### config.mk
export PLATFORM = sky130hd
export DESIGN_NAME = bptc_front
export DESIGN_NICKNAME = d
export VERILOG_FILES = /design/src/rtl/bptc_pkg.sv /design/src/rtl/bptc_front.sv
export SDC_FILE = /design/constraint.sdc
export NUM_CORES = 2
export LEC_CHECK = 0
export BUFFER_PORTS_ARGS = -buffer_cell sky130_fd_sc_hd__buf_2
export CAP_MARGIN = 20
export CORE_MARGIN = 3
export CORE_UTILIZATION = 55
export DETAILED_ROUTE_END_ITERATION = 8
export PLACE_DENSITY = 0.72
export SYNTH_ARGS = -nofsm -noshare
export SYNTH_HDL_FRONTEND = slang
export SYNTH_SLANG_ARGS = --single-unit
### constraint.sdc
create_clock -name clk -period 19.1 [get_ports clk]
set_input_delay 0.955 -clock clk [delete_from_list [all_inputs] [get_ports clk]]
set_output_delay 0.955 -clock clk [all_outputs]
set_load 0.01 [all_outputs]
### src/rtl/bptc_pkg.sv
`timescale 1ns / 1ps
`default_nettype none
// ----------------------------------------------------------------------------
// bptc_pkg
// Shared types and constants for the barometric temperature and pressure
// compensation pipeline.
// ----------------------------------------------------------------------------
package bptc_pkg;

  localparam int RAW_W   = 24;
  localparam int COEF_W  = 16;
  localparam int IDX_W   = 3;
  localparam int TEMP_W  = 19;
  localparam int DT_W    = 25;
  localparam int PROD_W  = 42;
  localparam int DSQ_W   = 50;
  localparam int DTSQ_W  = 18;
  localparam int ACC_W   = 40;
  localparam int P_W     = 32;

  localparam logic [IDX_W-1:0] REG_C1 = 3'd0;
  localparam logic [IDX_W-1:0] REG_C2 = 3'd1;
  localparam logic [IDX_W-1:0] REG_C3 = 3'd2;
  localparam logic [IDX_W-1:0] REG_C4 = 3'd3;
  localparam logic [IDX_W-1:0] REG_C5 = 3'd4;
  localparam logic [IDX_W-1:0] REG_C6 = 3'd5;

  localparam logic signed [TEMP_W-1:0] TEMP_BASE   = 19'sd2000;
  localparam logic signed [TEMP_W-1:0] COLD_OFFSET = 19'sd3500;
  localparam logic signed [TEMP_W-1:0] COLD_LIMIT  = -19'sd3500;

  localparam logic signed [P_W-1:0] P_MAX = {1'b0, {(P_W-1){1'b1}}};
  localparam logic signed [P_W-1:0] P_MIN = {1'b1, {(P_W-1){1'b0}}};

  typedef struct packed {
    logic [COEF_W-1:0] c1;
    logic [COEF_W-1:0] c2;
    logic [COEF_W-1:0] c3;
    logic [COEF_W-1:0] c4;
    logic [COEF_W-1:0] c5;
    logic [COEF_W-1:0] c6;
  } coeff_t;

  typedef struct packed {
    logic                     valid;
    logic signed [TEMP_W-1:0] temp;
    logic signed [TEMP_W-1:0] q;
    logic signed [ACC_W-1:0]  off;
    logic signed [ACC_W-1:0]  sens;
    logic [DTSQ_W-1:0]        dtsq;
    logic [RAW_W-1:0]         d1;
  } first_t;

  typedef struct packed {
    logic                     valid;
    logic signed [TEMP_W-1:0] temp;
    logic signed [ACC_W-1:0]  off;
    logic signed [ACC_W-1:0]  sens;
    logic [RAW_W-1:0]         d1;
  } second_t;

endpackage
`default_nettype wire

### src/rtl/bptc_front.sv
`timescale 1ns / 1ps
`default_nettype none
// ----------------------------------------------------------------------------
// bptc_front
// Temperature difference, first-order products and first-order temperature,
// offset and sensitivity over three register stages.
// ----------------------------------------------------------------------------
module bptc_front (
  input  wire                          clk,
  input  wire                          rst,
  input  bptc_pkg::coeff_t             coeff,
  input  wire                          in_valid,
  input  wire [bptc_pkg::RAW_W-1:0]    raw_temperature,
  input  wire [bptc_pkg::RAW_W-1:0]    raw_pressure,
  output bptc_pkg::first_t             res
);
  import bptc_pkg::*;

  logic                     v1, v2;
  logic signed [DT_W-1:0]   dt1;
  logic [RAW_W-1:0]         d1_1, d1_2;
  logic signed [PROD_W-1:0] p6, p4, p3;
  logic signed [DSQ_W-1:0]  pdd;
  logic signed [DT_W-1:0]   dt_next;
  logic signed [PROD_W-1:0] p6_next, p4_next, p3_next;
  logic signed [DSQ_W-1:0]  pdd_next;
  first_t                   res_next;

  assign dt_next = $signed({1'b0, raw_temperature}) - $signed({1'b0, coeff.c5, 8'b0});

  assign p6_next  = dt1 * $signed({1'b0, coeff.c6});
  assign p4_next  = dt1 * $signed({1'b0, coeff.c4});
  assign p3_next  = dt1 * $signed({1'b0, coeff.c3});
  assign pdd_next = dt1 * dt1;

  always_comb begin
    res_next.valid = v2 & ~rst;
    res_next.q     = TEMP_W'(p6 >>> 23);
    res_next.temp  = TEMP_BASE + TEMP_W'(p6 >>> 23);
    res_next.off   = ACC_W'($signed({1'b0, coeff.c2, 16'b0})) + ACC_W'(p4 >>> 7);
    res_next.sens  = ACC_W'($signed({1'b0, coeff.c1, 15'b0})) + ACC_W'(p3 >>> 8);
    res_next.dtsq  = DTSQ_W'(pdd >>> 31);
    res_next.d1    = d1_2;
  end

  always_ff @(posedge clk) begin
    if (rst) begin
      v1 <= 1'b0;
      v2 <= 1'b0;
    end else begin
      v1 <= in_valid;
      v2 <= v1;
    end
  end

  always_ff @(posedge clk) begin
    dt1  <= dt_next;
    d1_1 <= raw_pressure;
    p6   <= p6_next;
    p4   <= p4_next;
    p3   <= p3_next;
    pdd  <= pdd_next;
    d1_2 <= d1_1;
    res  <= res_next;
  end

endmodule
`default_nettype wire

* Word level (Yosys, flattened, before mapping)
Cells that the tools add are included.
** Word-level totals
- Input port bits :: 147
- Bits in registers :: 402
- Output and inout port bits :: 161
** Cells by class
- Bitwise operators :: 2
- Multiply operators :: 4
- $add $sub $neg :: 4
** Operators with widths (number)
- multiplier 25 x 17 -> 42 bit :: 3
- multiplier 25 x 25 -> 49 bit :: 1
- adder 33 x 35 -> 36 bit :: 1
- adder 32 x 34 -> 35 bit :: 1
- subtractor 24 x 24 -> 25 bit :: 1
- adder 12 x 19 -> 19 bit (first input constant) :: 1
- AND 1 bit :: 1
- NOT 1 bit :: 1

* Depth between registers and ports, before layout
- Word-level depth :: 2
- Gate-level depth with buffers :: 29
- Gate-level depth less buffers :: 27

* Least setup slack after synthesis
No wires, ideal clock.
- Path type :: register -> register
- Start :: reg dt1[3]
- End :: reg pdd[47]
- Setup slack :: 11915 ps
- Stages on the path, launching flop included :: 28
- Arrival :: 7113 ps
- Data required time :: 19028 ps
- Period minus slack after synthesis :: 7185 ps
- Cell sequence :: dfxtp_1 clkbuf_1 clkbuf_1 clkbuf_1 nand2_1 fa_1 inv_1 fa_1 inv_1 fa_1 fa_1 inv_1 fa_1 fa_1 inv_1 fa_1 inv_1 ha_1 a21o_1 a211o_1 o221ai_1 a21oi_1 a22oi_2 a31oi_2 a311o_1 a221o_1 a21oi_1 xnor2_1
** Between the ends
- Longest elaborated chain between the ends :: 1
** RTL lines
- start, declared :: RTL line bptc_front.sv:20 : logic signed [DT_W-1:0] dt1;
- start signal, assigned :: RTL line bptc_front.sv:57 : dt1 <= dt_next;
- multiplier 25 x 25 -> 49 bit :: RTL line bptc_front.sv:34 : assign pdd_next = dt1 * dt1;
- net pdd_next[47] :: RTL line bptc_front.sv:26 : logic signed [DSQ_W-1:0] pdd_next;
- end signal, assigned :: RTL line bptc_front.sv:62 : pdd <= pdd_next;
- end, declared :: RTL line bptc_front.sv:23 : logic signed [DSQ_W-1:0] pdd;
The timed path passes the listed nets, and every way through them passes these cells.
A chain may end at the register's enable or synchronous reset.

* Worst setup path in the final report
Same ends and word-level chain as after synthesis.

==> run metrics <==
maximum clock insertion buffer count=3; non-filler cells, final=9,050; global-route total usage across every layer=26.1%; reg-to-reg critical path endpoint=pdd[47]; top cell type's share of synthesized area=50.7%; post-layout util=58.7%; CP required=19.60 ns; final hold violation count=0; Worst-Margin Slew=1.19 ns; Stages on worst setup path=24; 1st-pass router iterations=6; WL per Instance=17.9 um; critical path peak fanout=38; Crit-path slowest cell=dfxtp_2; most used cell, CP=fa_1; fin worst setup slack=10.23 ns; RSZ-0062 raised after global routing=no; simple-gate share of the synthesized area=12.4%; Reg2Reg Setup Slack=10.23 ns; number of CTS-inserted buffers=40; Inst Count DP=8,964; synthesis-to-finish area growth=5.83%; outcome=complete, no violations; Via Count=46,941; Slew HR=20.9%; largest family of logic cells by synthesized area=adder cells; maxcap violations=0; Syn Inst Count=7,291; Setup Fix Bufs, Post-CTS=0; worst hold path type=flip-flop to flip-flop; complex-gate fraction of the synthesized area=3.33%; critical path class=flip-flop to flip-flop; CTS resizes=0; Die Y=362 um; CTS root buffer=clkbuf_16; post-synthesis cell type count=71; first-pass GRT wire length=273 mm; placer congestion estimate=0.874; max frequency=113 MHz; GR Overflow Total=0; port bufs=307; Layout Nets=9,772; syn_area_per_cell=9.58 um^2; flops & latches, synth=329; vias in the first global route=53,394; fillers=10,805; hold_sp=p3[19]; DP HPWL=127 mm; Setup violations, final=0; Final Skew=0.0327 ns; vias per cell=5.19; Worst Setup End Kind=flip-flop; top cells by count, synth=inv_1 (2,019), fa_1 (1,767), nand2_1 (951), and2_1 (593), ha_1 (502); initial core utilization=55.5%; die area=131,000 um^2; largest stage delay on the critical path=0.94 ns; DRC viols=0; Post-Synthesis Net Count=9,707; clk sinks=329; sequential area share after synthesis=9.43%; Ys Warns=0; post-cts hold buffer count=0; core area=126,000 um^2; async set or reset register ratio after synthesis=0%; Clock transition at path regs=0.07 ns; synthesized area=69,800 um^2; Final min period=8.87 ns; Slew Limit Fails=0; top-count cell post-synth=inv_1; hold endpoint=res[53]; initial antenna violation count=14; CTS HTree Levels=2; Synth Flop Type=dfxtp_1; synth top area cells=fa_1 (51%), inv_1 (11%), dfxtp_1 (9.4%); EDFF count, synth=0; Routed Antenna Nets=0; crit-path leading delay family=adder cells; Buf/Inv on CP=5; largest net degree at the start of global routing=76; Synth Area in XOR/XNOR=2.53%; fraction of layout cells with a size suffix above 1=6.31%; clk_lat worst skew=0.64 ns; top cell type by total area after synthesis=fa_1; row cnt=130; IO Pins=308; RR Startpoint=dt1[3]; Synth Area in Adders=59.7%; CP startpoint kind=flip-flop; setup TNS=0 ns; Detailed Route Iter0 Violations=2,824; CP Data Arrival Time=9.38 ns; crit-path cells=buf_4 -> and2_1 -> fa_1 -> fa_1 -> inv_1 -> fa_1 -> fa_1 -> inv_1 -> fa_1 -> fa_1 -> inv_1 -> fa_1 -> inv_1 -> ha_1 -> and4_1 -> and4_1 -> o211ai_1 -> a311oi_1 -> o21ai_1 -> a31oi_2 -> a311o_1 -> a221o_1 -> a21oi_1 -> xnor2_1; multiplexer share of the synthesized area=0.0143%; die extent in x=362 um; CTS tree=done; crit share post-route=46.5%; pre-CTS setup slack=10.38 ns; depth of the worst register-to-register path=24; hold path depth=0; Routed WL=162 mm
-- metrics by stage --
stage / cell area [um^2] / hold slack [ns]
6_report: 73900 / 0.323
5_1_grt: 73900 / 0.330
4_1_cts: 73800 / 0.321
3_5_place_dp: 72500 / 0.312
3_3_place_gp: 72500 / 0.310
2_1_floorplan: 69800 / 0.310
-- cells in the final DEF, fill, tap and decap left out, drive strengths merged, types with 11 or more instances in the layout --
master     n
inv     2031
fa      1767
nand2    951
and2     594
ha       502
buf      343
dfxtp    329
xnor2    148
a21oi    117
nor2      98
o21ai     64
xor2      54
clkbuf    48
a21o      46
nor2b     35
nand3     23
nand2b    22
nor3      19
and3      19
o21a      18
diode     13
a31oi     13
nand4     11
-- flip-flops by register name (all words and copies together), names as in the netlist --
name / flops
d1_1: 24
p4: 35
p6: 19
dt1: 25
pdd: 18
p3: 34
d1_2: 24
v1: 1
res: 148
v2: 1
-- metal layers --
layer	GRT usage, %	up-vias	share of wire, %
met2	44.5	1691	49
met4	8.21	4	3.1
met5	0	-	0.012
met1	34.2	24073	40
met3	4.61	311	7.6
li1	-	20862	-
-- logic make-up after synthesis --
logic type,after synthesis
xor+xnor,202
buf+inv,2339
flops,329
compound gates,347
fa+ha+maj,2269
mux,1
simple gates,1804
-- worst max-delay path by stage --
| stage | end | startpoint | slack [ns] |
|---|---|---|---|
| finish | pdd[47] | dt1[3] | 10.23 |
| global route | pdd[47] | dt1[3] | 9.87 |
| CTS | pdd[47] | dt1[3] | 10.32 |
| detailed placement | pdd[47] | dt1[3] | 10.38 |
| global placement | pdd[47] | dt1[3] | 10.54 |
| floorplan | pdd[47] | dt1[3] | 11.92 |
-- worst register-to-register path: stages, from the launching register on --
cell	delay (ns)
dfxtp_2	0.94
buf_4	0.54
and2_1	0.24
fa_1	0.58
fa_1	0.55
inv_1	0.06
fa_1	0.50
fa_1	0.51
inv_1	0.05
fa_1	0.51
fa_1	0.49
inv_1	0.05
fa_1	0.47
inv_1	0.04
ha_1	0.33
and4_1	0.26
and4_1	0.26
o211ai_1	0.14
a311oi_1	0.80
o21ai_1	0.32
a31oi_2	0.35
a311o_1	0.31
a221o_1	0.21
a21oi_1	0.10
xnor2_1	0.13
-- cell type report --
cell class | count | area [um^2] | area share, %
antenna | 13 | 32.5 | 0.0440
tap | 1650 | 2060 | 2.79
clock buffer | 48 | 1090 | 1.48
inverter | 2019 | 7580 | 10.3
multi-input combinational | 4623 | 54400 | 73.6
clock inverter | 25 | 290 | 0.393
timing repair buffer | 343 | 1810 | 2.45
sequential | 329 | 6620 | 8.96
Power is not shown: default switching activity piles up to over one toggle a cycle in this logic, so the estimate is an artifact.
