$ cat config.mk
export PLATFORM = sky130hd
export DESIGN_NAME = bptc_press
export DESIGN_NICKNAME = d
export VERILOG_FILES = /design/src/rtl/bptc_pkg.sv /design/src/rtl/bptc_press.sv
export SDC_FILE = /design/constraint.sdc
export NUM_CORES = 2
export LEC_CHECK = 0
export BUFFER_PORTS_ARGS = -buffer_cell sky130_fd_sc_hd__buf_2
export CORE_ASPECT_RATIO = 0.7
export CORE_MARGIN = 4
export CORE_UTILIZATION = 43
export DETAILED_ROUTE_END_ITERATION = 10
export HOLD_SLACK_MARGIN = 0.08
export MAX_ROUTING_LAYER = met4
export PLACE_DENSITY = 0.66
export SLEW_MARGIN = 20
export SYNTH_ARGS = -nofsm -noshare
export SYNTH_HDL_FRONTEND = slang
export SYNTH_SLANG_ARGS = --single-unit
$ cat constraint.sdc
create_clock -name clk -period 8.6 [get_ports clk]
set_input_delay 1.72 -clock clk [delete_from_list [all_inputs] [get_ports clk]]
set_output_delay 1.72 -clock clk [all_outputs]
set_load 0.01 [all_outputs]
$ cat src/rtl/bptc_pkg.sv
`timescale 1ns / 1ps
`default_nettype none
// ----------------------------------------------------------------------------
// bptc_pkg
// Shared types and constants for the barometric temperature and pressure
// compensation pipeline.
// ----------------------------------------------------------------------------
package bptc_pkg;

  localparam int RAW_W   = 24;
  localparam int COEF_W  = 16;
  localparam int IDX_W   = 3;
  localparam int TEMP_W  = 19;
  localparam int DT_W    = 25;
  localparam int PROD_W  = 42;
  localparam int DSQ_W   = 50;
  localparam int DTSQ_W  = 18;
  localparam int ACC_W   = 40;
  localparam int P_W     = 32;

  localparam logic [IDX_W-1:0] REG_C1 = 3'd0;
  localparam logic [IDX_W-1:0] REG_C2 = 3'd1;
  localparam logic [IDX_W-1:0] REG_C3 = 3'd2;
  localparam logic [IDX_W-1:0] REG_C4 = 3'd3;
  localparam logic [IDX_W-1:0] REG_C5 = 3'd4;
  localparam logic [IDX_W-1:0] REG_C6 = 3'd5;

  localparam logic signed [TEMP_W-1:0] TEMP_BASE   = 19'sd2000;
  localparam logic signed [TEMP_W-1:0] COLD_OFFSET = 19'sd3500;
  localparam logic signed [TEMP_W-1:0] COLD_LIMIT  = -19'sd3500;

  localparam logic signed [P_W-1:0] P_MAX = {1'b0, {(P_W-1){1'b1}}};
  localparam logic signed [P_W-1:0] P_MIN = {1'b1, {(P_W-1){1'b0}}};

  typedef struct packed {
    logic [COEF_W-1:0] c1;
    logic [COEF_W-1:0] c2;
    logic [COEF_W-1:0] c3;
    logic [COEF_W-1:0] c4;
    logic [COEF_W-1:0] c5;
    logic [COEF_W-1:0] c6;
  } coeff_t;

  typedef struct packed {
    logic                     valid;
    logic signed [TEMP_W-1:0] temp;
    logic signed [TEMP_W-1:0] q;
    logic signed [ACC_W-1:0]  off;
    logic signed [ACC_W-1:0]  sens;
    logic [DTSQ_W-1:0]        dtsq;
    logic [RAW_W-1:0]         d1;
  } first_t;

  typedef struct packed {
    logic                     valid;
    logic signed [TEMP_W-1:0] temp;
    logic signed [ACC_W-1:0]  off;
    logic signed [ACC_W-1:0]  sens;
    logic [RAW_W-1:0]         d1;
  } second_t;

endpackage
`default_nettype wire

$ cat src/rtl/bptc_press.sv
`timescale 1ns / 1ps
`default_nettype none
// ----------------------------------------------------------------------------
// bptc_press
// Pressure from raw pressure and sensitivity: split product, shift, offset
// subtraction and clamp to the signed 32-bit range.
// ----------------------------------------------------------------------------
module bptc_press (
  input  wire                                 clk,
  input  wire                                 rst,
  input  bptc_pkg::second_t                   din,
  input  wire                                 din_valid,
  output logic                                done,
  output logic signed [bptc_pkg::TEMP_W-1:0]  temperature_centideg,
  output logic signed [bptc_pkg::P_W-1:0]     pressure_pascal
);
  import bptc_pkg::*;

  localparam int SPLIT = ACC_W / 2;
  localparam int PH_W  = RAW_W + 1 + (ACC_W - SPLIT);
  localparam int PL_W  = RAW_W + SPLIT;
  localparam int SH_W  = 64 - 21;
  localparam int DF_W  = SH_W + 1;

  logic                     v7, v8;
  logic signed [PH_W-1:0]   ph;
  logic [PL_W-1:0]          pl;
  logic signed [ACC_W-1:0]  off7, off8;
  logic signed [TEMP_W-1:0] temp7, temp8;
  logic signed [SH_W-1:0]   psh;
  logic signed [63:0]       prod;
  logic signed [DF_W-1:0]   diff, pw;
  logic signed [P_W-1:0]    p_next;

  assign prod = (64'(ph) <<< SPLIT) + 64'($signed({1'b0, pl}));

  always_comb begin
    diff = DF_W'(psh) - DF_W'(off8);
    pw   = diff >>> 15;
    if (pw > DF_W'(P_MAX)) begin
      p_next = P_MAX;
    end else if (pw < DF_W'(P_MIN)) begin
      p_next = P_MIN;
    end else begin
      p_next = P_W'(pw);
    end
  end

  always_ff @(posedge clk) begin
    if (rst) begin
      v7   <= 1'b0;
      v8   <= 1'b0;
      done <= 1'b0;
    end else begin
      v7   <= din_valid;
      v8   <= v7;
      done <= v8;
    end
  end

  always_ff @(posedge clk) begin
    ph    <= $signed({1'b0, din.d1}) * $signed(din.sens[ACC_W-1:SPLIT]);
    pl    <= din.d1 * din.sens[SPLIT-1:0];
    off7  <= din.off;
    temp7 <= din.temp;
    psh   <= SH_W'(prod >>> 21);
    off8  <= off7;
    temp8 <= temp7;
    temperature_centideg <= temp8;
    pressure_pascal      <= p_next;
  end

endmodule
`default_nettype wire

# Yosys cells after proc, flatten, opt, wreduce, memory -nomap -nowiden

Cells that the tools add are included.

$add $sub $neg: 2
$mul: 2
Order comparisons: 2
Muxes and demuxes: 1

Operator list:

| kind                                                                               | number |
|---|---|
| 64-bit by 45-bit adder with 64-bit output                                          | 1 |
| 24-bit by 20-bit multiplier with 44-bit output                                     | 1 |
| 25-bit by 20-bit multiplier with 44-bit output                                     | 1 |
| 43-bit by 40-bit subtractor with 44-bit output                                     | 1 |
| 29-bit by 32-bit greater-than comparator with 1-bit output (second input constant) | 1 |
| 29-bit by 32-bit < comparator with 1-bit output (second input constant)            | 1 |
| 32-bit two-way mux                                                                 | 1 |

Register bits: 303
Input port bits: 127
Output and inout port bits: 52
Logic and storage cells: 19

# Logic depth before layout (Yosys ltp)

Word-level depth: 3
Mapped depth: 28
Gate-level depth less buffers: 27

# Worst setup path before layout

No wires, ideal clock.

Kind: input -> register
From: input port din[49] in the netlist's numbering
To: register ph[43]
Setup time: 72 ps
Arrival time: 7902 ps
Data required time: 8528 ps
Slack: 626 ps
Stages: 26
Buffers on the path: 1
Cells stage by stage: clkbuf_1 > nand2_1 > fa_1 > inv_1 > fa_1 > inv_1 > fa_1 > inv_1 > fa_1 > fa_1 > fa_1 > inv_1 > fa_1 > inv_1 > ha_1 > o21a_1 > o21a_1 > o21ai_0 > a32oi_1 > o2111ai_1 > a31oi_1 > a221oi_1 > o21ai_1 > a31o_2 > a21oi_1 > xnor2_1

Longest elaborated chain between the ends: 1

RTL lines:

| item                                           | RTL line         | text |
|---|---|---|
| from (decl)                                    | bptc_press.sv:11 | `input bptc_pkg::second_t din,` |
| 25-bit by 20-bit multiplier with 44-bit output | bptc_press.sv:62 | `ph <= $signed({1'b0, din.d1}) * $signed(din.sens[ACC_W-1:SPLIT]);` |
| to (signal assigned)                           | bptc_press.sv:62 |  |
| to (decl)                                      | bptc_press.sv:26 | `logic signed [PH_W-1:0] ph;` |

Every way passes these cells.
A chain may end at the register's enable or synchronous reset.

# Worst setup path after layout

From: input port din[7] in the netlist's numbering
To: register ph[43]

Same word-level chain as after synthesis.

==> impl_metrics.csv <==
group,metric,value,unit
setup_path,r2r_slack,5.12,ns
cells_and_area,n_fill_cell,8509,
clocking,clk_pin_slew,0.07,ns
timing,report.final.slew_viol_count,0,
synth,synthArstFlopShare,0,%
timing,rsz0062_at_grt,"false",
detailed_routing,drc_errors,0,
grt,antenna_found_initial,9,
synth,synth_top_area_share,39.8,%
synth,yosys-top-cells-area,"fa_1, dfxtp_1, ha_1",
synth,syn_nets,5497,
detailed_routing,antenna_left,0,
clocking,root_buffer,"clkbuf_16",
timing,period_minus_slack,8.32,ns
detailed_routing,drtIter0Drc,1430,
setup_path,start_kind,"input port",
clocking,clk_latency,0.56,ns
setup_path,crit_fanout,17,
min_path,min_to,"off8[23]",
timing,hold_violations,0,
synth,netlist_area,39500,sq um
synth,yosysTopAreaCell,"fa_1",
die,core,90600,sq um
grt,grt_pass1_vias,29060,
synth,ys_seq_area_share,14.2,%
timing,finalClockSkew,0.0235,ns
cells_and_area,nets,5805,
flow_run,cap_viol_max_count,0,
timing,slew_headroom,52.9,%
clocking,cts_buffers,27,
timing,tns,0,ns
timing,final-setup-viol-count,0,
grt,gr-total-overflow,0,
clocking,htree_levels,1,
grt,grt_max_degree,34,
cells_and_area,area_growth,12.9,%
setup_path,required,9.04,ns
synth,postSynthCellCount,4193,
cells_and_area,finish.instance_area,44600,sq um
synth,syn-mean-instance-area,9.42,sq um
die,initial_core_util,43.6,%
setup_path,crit_arrival,8.76,ns
cells_and_area,multi_input_area,29800,sq um
detailed_routing,vias_per_cell,4.85,
run_status,status,"complete, no violations",
min_path,hold_path.class,"flip-flop to flip-flop",
clocking,cts_sinks,281,
clocking,cts_buffer_depth,3,
setup_path,r2r_start,"off8[2]",
die,die_width,370,um
place,io_buffers,177,
die,die_h,262,um
cells_and_area,finalNonFillerCells,5749,
min_path,whs_path_depth,0,
die,num_io_pins,179,
detailed_routing,wl_per_cell,16.8,um
cells_and_area,seq_area,5630,sq um
detailed_routing,num_vias,27865,
clocking,hold_buffers,0,
grt,grt_usage,21.2,%
die,rows,92,
synth,synthFlopType,"dfxtp_1",
synth,synth.distinct_cells,67,
synth,yosysWarnings,0,
timing,max_freq,120,MHz
setup_path,critPathCaptureType,"flip-flop",
synth,synth_edf_count,0,
timing,period_share,96.8,%
clocking,tritoncts,"done",
place,placed_cells,5694,
setup_path,critPathKind,"input port to flip-flop",
setup_path,r2r_cells,13,
min_path,min-delay-start,"off7[23]",
cells_and_area,drive_above_1_share,11.8,%
grt,grt_pass1_wl,158000,um
synth,synth-seq-cells,281,
place,dp.final_hpwl,83100,um
detailed_routing,firstDrtPassIters,5,
die,die_area,96900,sq um
place,place_area,43600,sq um
timing,worst_pin_slew,0.702,ns
place,gp_congestion,0.906,
setup_path,r2r_end,"pressure_pascal[25]",
detailed_routing,routed_wl,96700,um
cells in the final DEF (no fill, tap or decap), types with 30 or more instances in the layout:
cell,Yosys,final
inv_1,912,912
fa_1,785,785
nand2_1,529,529
and2_1,460,460
ha_1,392,392
dfxtp_1,281,281
buf_4,2,267
buf_2,1,176
a21oi_1,106,106
xnor2_1,89,89
nor2_1,66,66
a21o_1,60,60
xor2_1,45,45
o21ai_0,44,44
nand3_1,30,30
synthesized netlist by cell type, types with 4 or more instances:
cell type	count
or2_2	4
o211ai_1	5
o21bai_1	15
and2_1	460
fa_1	785
a211oi_1	8
nand2_1	529
nor3_1	11
nand4_1	20
a21boi_0	5
nand3_1	30
o21ai_0	44
a21o_1	60
a31oi_1	14
nand2b_1	21
nor2_1	66
o21a_1	13
xnor2_1	89
ha_1	392
a221oi_1	4
a21oi_1	106
dfxtp_1	281
and3_1	11
clkbuf_1	180
and4_1	6
o21ai_1	12
inv_1	912
xor2_1	45
nor2b_1	13
a21oi_2	4
worst max-delay path by stage:
stage               startpoint  endpoint  cells after the start
CTS                    din[13]    ph[43]                     27
finish                  din[7]    ph[43]                     27
detailed placement     din[13]    ph[43]                     27
global route            din[9]    pl[41]                     29
floorplan              din[49]    ph[43]                     26
global placement       din[13]    ph[43]                     27
worst max-delay path: stages:
cell,delay [ns]
buf_2,0.42
buf_4,0.31
nand2_1,0.09
fa_1,0.51
inv_1,0.06
fa_1,0.55
fa_1,0.43
fa_1,0.53
fa_1,0.43
fa_1,0.50
inv_1,0.05
fa_1,0.47
inv_1,0.04
ha_1,0.34
nand4_1,0.17
nor3_1,0.32
buf_4,0.18
o211ai_1,0.09
a31oi_1,0.18
buf_4,0.18
o2111ai_1,0.13
a31oi_1,0.34
a221oi_2,0.15
o21ai_1,0.20
a31o_2,0.18
a21oi_1,0.07
xnor2_1,0.12
stage by stage:
stage	hold slack, ns	setup WS, ns	utilization (%)
global placement	0.310	-0.227	48.2
finish	0.319	0.279	49.2
detailed placement	0.312	-0.265	48.2
floorplan	0.310	0.626	-
global route	0.332	0.00442	49.2
CTS	0.323	0.311	49.2
routing by layer:
| metal | up-vias | GRT usage (%) | part of all wire [%] | wire, um |
|---|---|---|---|---|
| met5 | - | - | 0 | 0 |
| met4 | 0 | 3.22 | 1.5 | 1400 |
| met1 | 13968 | 30.6 | 47 | 45800 |
| met2 | 711 | 31.0 | 43 | 42000 |
| li1 | 13107 | - | - | - |
| met3 | 79 | 5.01 | 7.8 | 7540 |
state kept, by name, summed over array words and instances, names as in the netlist:
register and cells:
v7 1, off8 40, ph 44, off7 40
temp8 19, psh 43, v8 1, done 1
temperature_centideg 19, pl 24, temp7 19, pressure_pascal 30
area by class of cell:
class                      count  share of cell area, %
tap                         1222                   3.43
inverter                     912                   7.67
clock buffer                  30                   1.58
clock inverter                20                  0.550
timing repair buffer         465                   7.43
antenna                        5                 0.0280
multi-input combinational   2814                   66.7
sequential                   281                   12.6
kinds of logic after synthesis:
group	synth area share, %
adders and majority gates	52.2
and+or+nand+nor	14.9
AOI/OAI and AO/OA	5.20
DFF	14.2
buffers and inverters	10.5
xor gates and xnor gates	2.97
repair_timing:
action / in CTS / in global routing
setup endpoints to repair: 0 / 1
resized for setup: 0 / 2
buffers inserted: 0 / 0
Power is left out: the tool's default activity adds up to more than one toggle a clock period on the data nets, which glitch-free logic cannot reach.
