### src/rtl/bptc_pkg.sv
`timescale 1ns / 1ps
`default_nettype none
// ----------------------------------------------------------------------------
// bptc_pkg
// Shared types and constants for the barometric temperature and pressure
// compensation pipeline.
// ----------------------------------------------------------------------------
package bptc_pkg;

  localparam int RAW_W   = 24;
  localparam int COEF_W  = 16;
  localparam int IDX_W   = 3;
  localparam int TEMP_W  = 19;
  localparam int DT_W    = 25;
  localparam int PROD_W  = 42;
  localparam int DSQ_W   = 50;
  localparam int DTSQ_W  = 18;
  localparam int ACC_W   = 40;
  localparam int P_W     = 32;

  localparam logic [IDX_W-1:0] REG_C1 = 3'd0;
  localparam logic [IDX_W-1:0] REG_C2 = 3'd1;
  localparam logic [IDX_W-1:0] REG_C3 = 3'd2;
  localparam logic [IDX_W-1:0] REG_C4 = 3'd3;
  localparam logic [IDX_W-1:0] REG_C5 = 3'd4;
  localparam logic [IDX_W-1:0] REG_C6 = 3'd5;

  localparam logic signed [TEMP_W-1:0] TEMP_BASE   = 19'sd2000;
  localparam logic signed [TEMP_W-1:0] COLD_OFFSET = 19'sd3500;
  localparam logic signed [TEMP_W-1:0] COLD_LIMIT  = -19'sd3500;

  localparam logic signed [P_W-1:0] P_MAX = {1'b0, {(P_W-1){1'b1}}};
  localparam logic signed [P_W-1:0] P_MIN = {1'b1, {(P_W-1){1'b0}}};

  typedef struct packed {
    logic [COEF_W-1:0] c1;
    logic [COEF_W-1:0] c2;
    logic [COEF_W-1:0] c3;
    logic [COEF_W-1:0] c4;
    logic [COEF_W-1:0] c5;
    logic [COEF_W-1:0] c6;
  } coeff_t;

  typedef struct packed {
    logic                     valid;
    logic signed [TEMP_W-1:0] temp;
    logic signed [TEMP_W-1:0] q;
    logic signed [ACC_W-1:0]  off;
    logic signed [ACC_W-1:0]  sens;
    logic [DTSQ_W-1:0]        dtsq;
    logic [RAW_W-1:0]         d1;
  } first_t;

  typedef struct packed {
    logic                     valid;
    logic signed [TEMP_W-1:0] temp;
    logic signed [ACC_W-1:0]  off;
    logic signed [ACC_W-1:0]  sens;
    logic [RAW_W-1:0]         d1;
  } second_t;

endpackage
`default_nettype wire

### src/rtl/bptc_second.sv
`timescale 1ns / 1ps
`default_nettype none
// ----------------------------------------------------------------------------
// bptc_second
// Second-order low-temperature corrections: squares, correction terms, and
// their subtraction from temperature, offset and sensitivity.
// ----------------------------------------------------------------------------
module bptc_second (
  input  wire                clk,
  input  wire                rst,
  input  bptc_pkg::first_t   din,
  input  wire                din_valid,
  output bptc_pkg::second_t  res
);
  import bptc_pkg::*;

  logic                       v4, v5;
  logic signed [2*TEMP_W-1:0] tt, uu;
  logic                       low4, cold4;
  logic signed [TEMP_W-1:0]   temp4, temp5;
  logic signed [ACC_W-1:0]    off4, sens4, off5, sens5;
  logic [DTSQ_W-1:0]          dtsq4;
  logic [RAW_W-1:0]           d1_4, d1_5;
  logic [ACC_W-1:0]           offc, sensc;

  logic signed [TEMP_W-1:0]   u_next;
  logic [ACC_W-1:0]           tt_u, uu_u, d_five;
  logic [ACC_W-1:0]           offc_next, sensc_next;
  logic signed [TEMP_W-1:0]   temp5_next;
  second_t                    res_next;

  assign u_next = din.q + COLD_OFFSET;

  always_comb begin
    tt_u   = ACC_W'(tt);
    uu_u   = ACC_W'(uu);
    d_five = (tt_u << 2) + tt_u;
    offc_next  = (low4 ? (d_five >> 1) : '0)
               + (cold4 ? ((uu_u << 3) - uu_u) : '0);
    sensc_next = (low4 ? (d_five >> 2) : '0)
               + (cold4 ? (((uu_u << 3) + (uu_u << 1) + uu_u) >> 1) : '0);
    temp5_next = low4 ? (temp4 - $signed({1'b0, dtsq4})) : temp4;
  end

  always_comb begin
    res_next.valid = v5 & ~rst;
    res_next.temp  = temp5;
    res_next.off   = off5 - $signed(offc);
    res_next.sens  = sens5 - $signed(sensc);
    res_next.d1    = d1_5;
  end

  always_ff @(posedge clk) begin
    if (rst) begin
      v4 <= 1'b0;
      v5 <= 1'b0;
    end else begin
      v4 <= din_valid;
      v5 <= v4;
    end
  end

  always_ff @(posedge clk) begin
    tt    <= din.q * din.q;
    uu    <= u_next * u_next;
    low4  <= din.q[TEMP_W-1];
    cold4 <= din.q < COLD_LIMIT;
    temp4 <= din.temp;
    off4  <= din.off;
    sens4 <= din.sens;
    dtsq4 <= din.dtsq;
    d1_4  <= din.d1;
    offc  <= offc_next;
    sensc <= sensc_next;
    temp5 <= temp5_next;
    off5  <= off4;
    sens5 <= sens4;
    d1_5  <= d1_4;
    res   <= res_next;
  end

endmodule
`default_nettype wire

### config.mk
export PLATFORM = sky130hd
export DESIGN_NAME = bptc_second
export DESIGN_NICKNAME = d
export VERILOG_FILES = /design/src/rtl/bptc_pkg.sv /design/src/rtl/bptc_second.sv
export SDC_FILE = /design/constraint.sdc
export NUM_CORES = 2
export LEC_CHECK = 0
export ABC_CLOCK_PERIOD_IN_PS = 12700
export CAP_MARGIN = 20
export CORE_MARGIN = 3
export CORE_UTILIZATION = 55
export DETAILED_ROUTE_END_ITERATION = 8
export DONT_BUFFER_PORTS = 1
export GPL_ROUTABILITY_DRIVEN = 0
export PLACE_DENSITY = 0.7
export SYNTH_ARGS = -nofsm -noshare
export SYNTH_HDL_FRONTEND = slang
export SYNTH_SLANG_ARGS = --single-unit
### constraint.sdc
create_clock -name clk -period 12.7 [get_ports clk]
set_clock_uncertainty 0.1 [all_clocks]
set_input_delay 2.54 -clock clk [delete_from_list [all_inputs] [get_ports clk]]
set_output_delay 2.54 -clock clk [all_outputs]
set_load 0.02 [all_outputs]
# Word-level counts from Yosys, hierarchy flattened
# Index checks and enable logic that the tools add are counted.
# op_classes
bitwise_logic,2
order_cmp,1
mux,5
n_mul,2
n_addsub,10
# op_table
cell,count
adder 40 bit,3
subtractor 40 bit,3
two-way mux 39 bit,2
multiplier 19 x 19 -> 38 bit,2
adder 38 x 39 -> 40 bit,1
adder 39 x 40 -> 40 bit,1
two-way mux 40 bit,1
two-way mux 38 bit,1
adder 19 x 13 -> 19 bit (second input constant),1
less-than comparator 19 x 13 -> 1 bit (second input constant),1
two-way mux 19 bit,1
subtractor 19 bit,1
AND 1 bit,1
NOT 1 bit,1
# totals
regBits,548
inputBits,164

# Longest topological paths before layout
# logic_depth
ltp_word,4
mapped_depth,39

# Least setup slack after synthesis
# Ideal clock, no wire load.
# synth_timing
path_type,input -> register
from,input port din[124] (netlist name)
to,register uu[36]
t_required_ns,12.479
path_stages,39
path_slack_ns,1.448
t_arrival_ns,11.031
setup_ns,0.121
n_path_buf,3
cell_sequence,clkbuf_1 > inv_1 > buf_1 > ha_1 > nor2b_1 > o21ai_0 > nand2_1 > o21ai_0 > nand3_1 > and2_1 > and3_1 > xnor2_1 > inv_1 > buf_1 > nand2_1 > fa_1 > inv_1 > fa_1 > [3 not listed] > fa_1 > fa_1 > fa_1 > inv_1 > fa_1 > inv_1 > ha_1 > and4_1 > nand3_1 > nor3_1 > a31oi_1 > o211ai_1 > o31ai_1 > a211oi_1 > o21a_1 > o21ai_0 > mux2i_1 > nand2_1
# synth_between
elab_chain_len,2
# synth_lines
element,line,text
from (decl),bptc_second.sv:11,"input bptc_pkg::first_t din,"
adder 19 x 13 -> 19 bit,bptc_second.sv:32,assign u_next = din.q + COLD_OFFSET;
multiplier 19 x 19 -> 38 bit,bptc_second.sv:65,uu <= u_next * u_next;
to (signal assigned),bptc_second.sv:65,
to (decl),bptc_second.sv:18,"logic signed [2*TEMP_W-1:0] tt, uu;"
# Every way passes these cells.
# A chain may end at the register's enable or synchronous reset.

# Worst setup path in the final report
# Ends and elaborated chain as after synthesis.

==> impl_summary.log <==
[metrics] Final period util: between 80% and 90%
[metrics] first-pass GRT wire length: 183,000 um
[metrics] clock latency of the later-clocked register in the worst-skew pair: 610 ps
[metrics] Syn Nets: 6,724
[metrics] biggest area contributors in the synthesized netlist: fa_1 28%, dfxtp_1 22%, ha_1 13%
[metrics] Area growth syn-to-layout: 6.64%
[metrics] number of global-route vias before repair: 37,043
[metrics] worst path arrival time: 10,920 ps
[metrics] Yosys cell types: 89
[metrics] Max-slew headroom: 29.0%
[metrics] unrepaired setup endpoints after global routing: false
[metrics] per-cell via count in the routed design: 5.39
[metrics] clock slew at the register clock pins of the worst setup and hold paths: 70 ps
[metrics] buffer levels on the longest clock path: 3
[metrics] Routed wire per std cell: between 15 and 20 um
[metrics] cell occurring most often along the worst timing path: nand2_1
[metrics] cell area after synthesis: 50,400 um2
[metrics] Port Buf Inserts: 0
[metrics] full die area: 95,400 um2
[metrics] count of maximum capacitance violations: 0
[metrics] share of flip-flops with an asynchronous set or reset: 0%
[metrics] critical-path maximum fanout: 31
[metrics] starting utilization of the core area: 55.8%
[metrics] via total after detailed routing: 35,282
[metrics] number of buffers inserted by post-CTS setup repair: 0
[metrics] layout cells sized above 1: 3.69%
[metrics] commonest cells after routing, fill and taps aside: 1,007 x inv_1, 707 x fa_1, 543 x dfxtp_1
[metrics] clock tree from TritonCTS: yes
[metrics] clk sinks: 543
[metrics] dominant register cell in the synthesized netlist: dfxtp_1
[metrics] stage delay of the slowest cell on the critical path: around 560 ps
[metrics] All-Layer GR Usage: 23.8%
[metrics] Top-Level Pins: 288
[metrics] result of the run: finished clean
[metrics] aggregate negative setup slack: 0 ps
[metrics] number of instances in the synthesized netlist: between 5,000 and 6,000
[metrics] sequential element share of the synthesized area: 21.6%
[metrics] initial drt markers: 1,941
[metrics] antenna violations before repair: 9
[metrics] pin slew with the least headroom to its limit: 1050 ps
[metrics] area share of the largest cell type after synthesis: between 20 and 30%
[metrics] startpoint types: primary input
[metrics] crit end category: flop
[metrics] slowest CP cell: fa_1
[metrics] vertical extent of the die: 309 um
[metrics] number of fill cells: a little under 8,000
[metrics] required time reported for the critical path endpoint: 13,090 ps
[metrics] H-tree depth: 2
[metrics] synthesized area per cell: between 9 and 10 um2
[metrics] Clock Root Buffer: clkbuf_16
[metrics] path type of the worst min-delay path: reg -> reg
[metrics] Final Slew Violations: 0
[metrics] number of flops mapped to enable cells by yosys: 0
[metrics] post-synthesis cell type with the largest combined area: fa_1
[metrics] final routed wirelength across all metal layers: 112,000 um
[metrics] detailed-router iteration count before antenna repair: 5
[metrics] count of synthesis-stage warnings from yosys: 0
[metrics] final setup violation count: 0
[metrics] number of hold-slack violations in the final timing report: 0
[metrics] count of instances resized after the clock tree is built: 0
[metrics] net count of the finished layout: between 6,000 and 7,000
[metrics] Die Wd: 309 um
[metrics] Core Footprint: 90,400 um2
[metrics] number of nets with antenna violations after detailed routing: 0
[metrics] CTS Buf Count: 51
[metrics] number of DRC violations after detailed routing: 0
[metrics] Max Clk Rate: 94.9 MHz
[metrics] Period minus WS final: about 11,000 ps
[metrics] DPL Wire Length: 91,900 um
[metrics] number of hold buffers added after CTS: 0
[metrics] largest net degree at the start of global routing: 70
[metrics] overall overflow remaining after global route: 0
[metrics] flip-flop and latch count after synthesis: roughly 540
[metrics] kind of critical path: in -> reg
[metrics] commonest non-fill, non-tap cell in the layout: inv_1
[metrics] total number of placement rows: 110
-- critical path: cells and delay by family --
kind	cells	cell delay [ps]
AOI/OAI and AO/OA	8	1490
xor gates and xnor gates	2	670
adders and majority gates	8	3380
buffers and inverters	5	870
muxes	1	210
and+or+nand+nor	11	1760
-- routing by layer --
layer	GRT usage [%]	part of all wire [%]	vias up	routed length (um)
li1	-	-	17099	-
met1	30.5	43	17034	48100
met2	41.6	48	934	54000
met3	3.58	5.9	211	6630
met4	7.02	2.8	4	3180
met5	0	0.014	-	16
-- synth_stat cells (25+ instances only) --
| cell | n |
|---|---|
| a21oi_1 | 284 |
| inv_1 | 1008 |
| a211oi_1 | 33 |
| nor2b_1 | 56 |
| nor2_1 | 330 |
| a31oi_1 | 29 |
| clkbuf_1 | 87 |
| xor2_1 | 97 |
| and3_1 | 39 |
| xnor2_1 | 230 |
| nand2_1 | 363 |
| nand4_1 | 25 |
| o21ai_0 | 157 |
| dfxtp_1 | 543 |
| a21o_1 | 161 |
| nand3_1 | 62 |
| and2_1 | 81 |
| nor3_1 | 68 |
| nand2b_1 | 59 |
| o21a_1 | 44 |
| fa_1 | 707 |
| ha_1 | 525 |
| o21bai_1 | 42 |
-- logic make-up (layout without fill, tap and decap cells) --
family | count (synthesis) | in the layout | synth area share (%)
xor+xnor | 328 | 328 | 5.71
buf+inv | 1117 | 1149 | 8.32
simple gates | 1162 | 1162 | 10.8
mux | 20 | 20 | 0.424
other cells | 1 | 6 | 0.00744
fa+ha+maj | 1232 | 1232 | 41.1
flops | 543 | 543 | 21.6
compound gates | 925 | 925 | 12.1
-- layout make-up --
| class | count | area, um2 | share of cell area (%) |
|---|---|---|---|
| timing repair buffer | 38 | 285 | 0.530 |
| sequential | 543 | 10900 | 20.2 |
| multi-input combinational | 3668 | 35400 | 65.8 |
| tap | 1176 | 1470 | 2.74 |
| antenna | 5 | 12.5 | 0.0233 |
| inverter | 1017 | 3820 | 7.10 |
| clock buffer | 61 | 1400 | 2.60 |
| clock inverter | 33 | 523 | 0.972 |
-- sequential cells by signal (all words and copies together) (netlist names), 18 cells and up --
| register | cells |
|---|---|
| tt | 35 |
| sens4 | 40 |
| dtsq4 | 18 |
| sensc | 39 |
| sens5 | 40 |
| d1_4 | 24 |
| offc | 40 |
| res | 124 |
| off5 | 40 |
| off4 | 40 |
| temp4 | 19 |
| d1_5 | 24 |
| uu | 37 |
| temp5 | 19 |
-- metrics by stage --
step	setup slack, ps	cells	utilization, %	hold WS (ps)	instance area, um2
6_report	2160	6541	59.5	222	53800
5_1_grt	1500	6540	59.5	224	53800
2_1_floorplan	1450	5328	-	210	50400
4_1_cts	2230	6536	59.5	217	53800
3_3_place_gp	1680	6442	57.3	210	51900
3_5_place_dp	1600	6442	57.3	212	51900
-- path summary, 6_finish.rpt --
kind	from	end	slack (ps)	cells after the start
hold / removal	sens4[2]$_DFF_P_	sens5[2]$_DFF_P_	220	0
setup reg to reg	uu[4]$_DFF_P_	sensc[39]$_DFF_P_	6370	22
hold reg to reg	sens4[2]$_DFF_P_	sens5[2]$_DFF_P_	220	0
setup / recovery	din[124]	uu[36]$_DFF_P_	2160	35
Power is not shown: default switching activity piles up to over one toggle a cycle in this logic, so the estimate is an artifact.
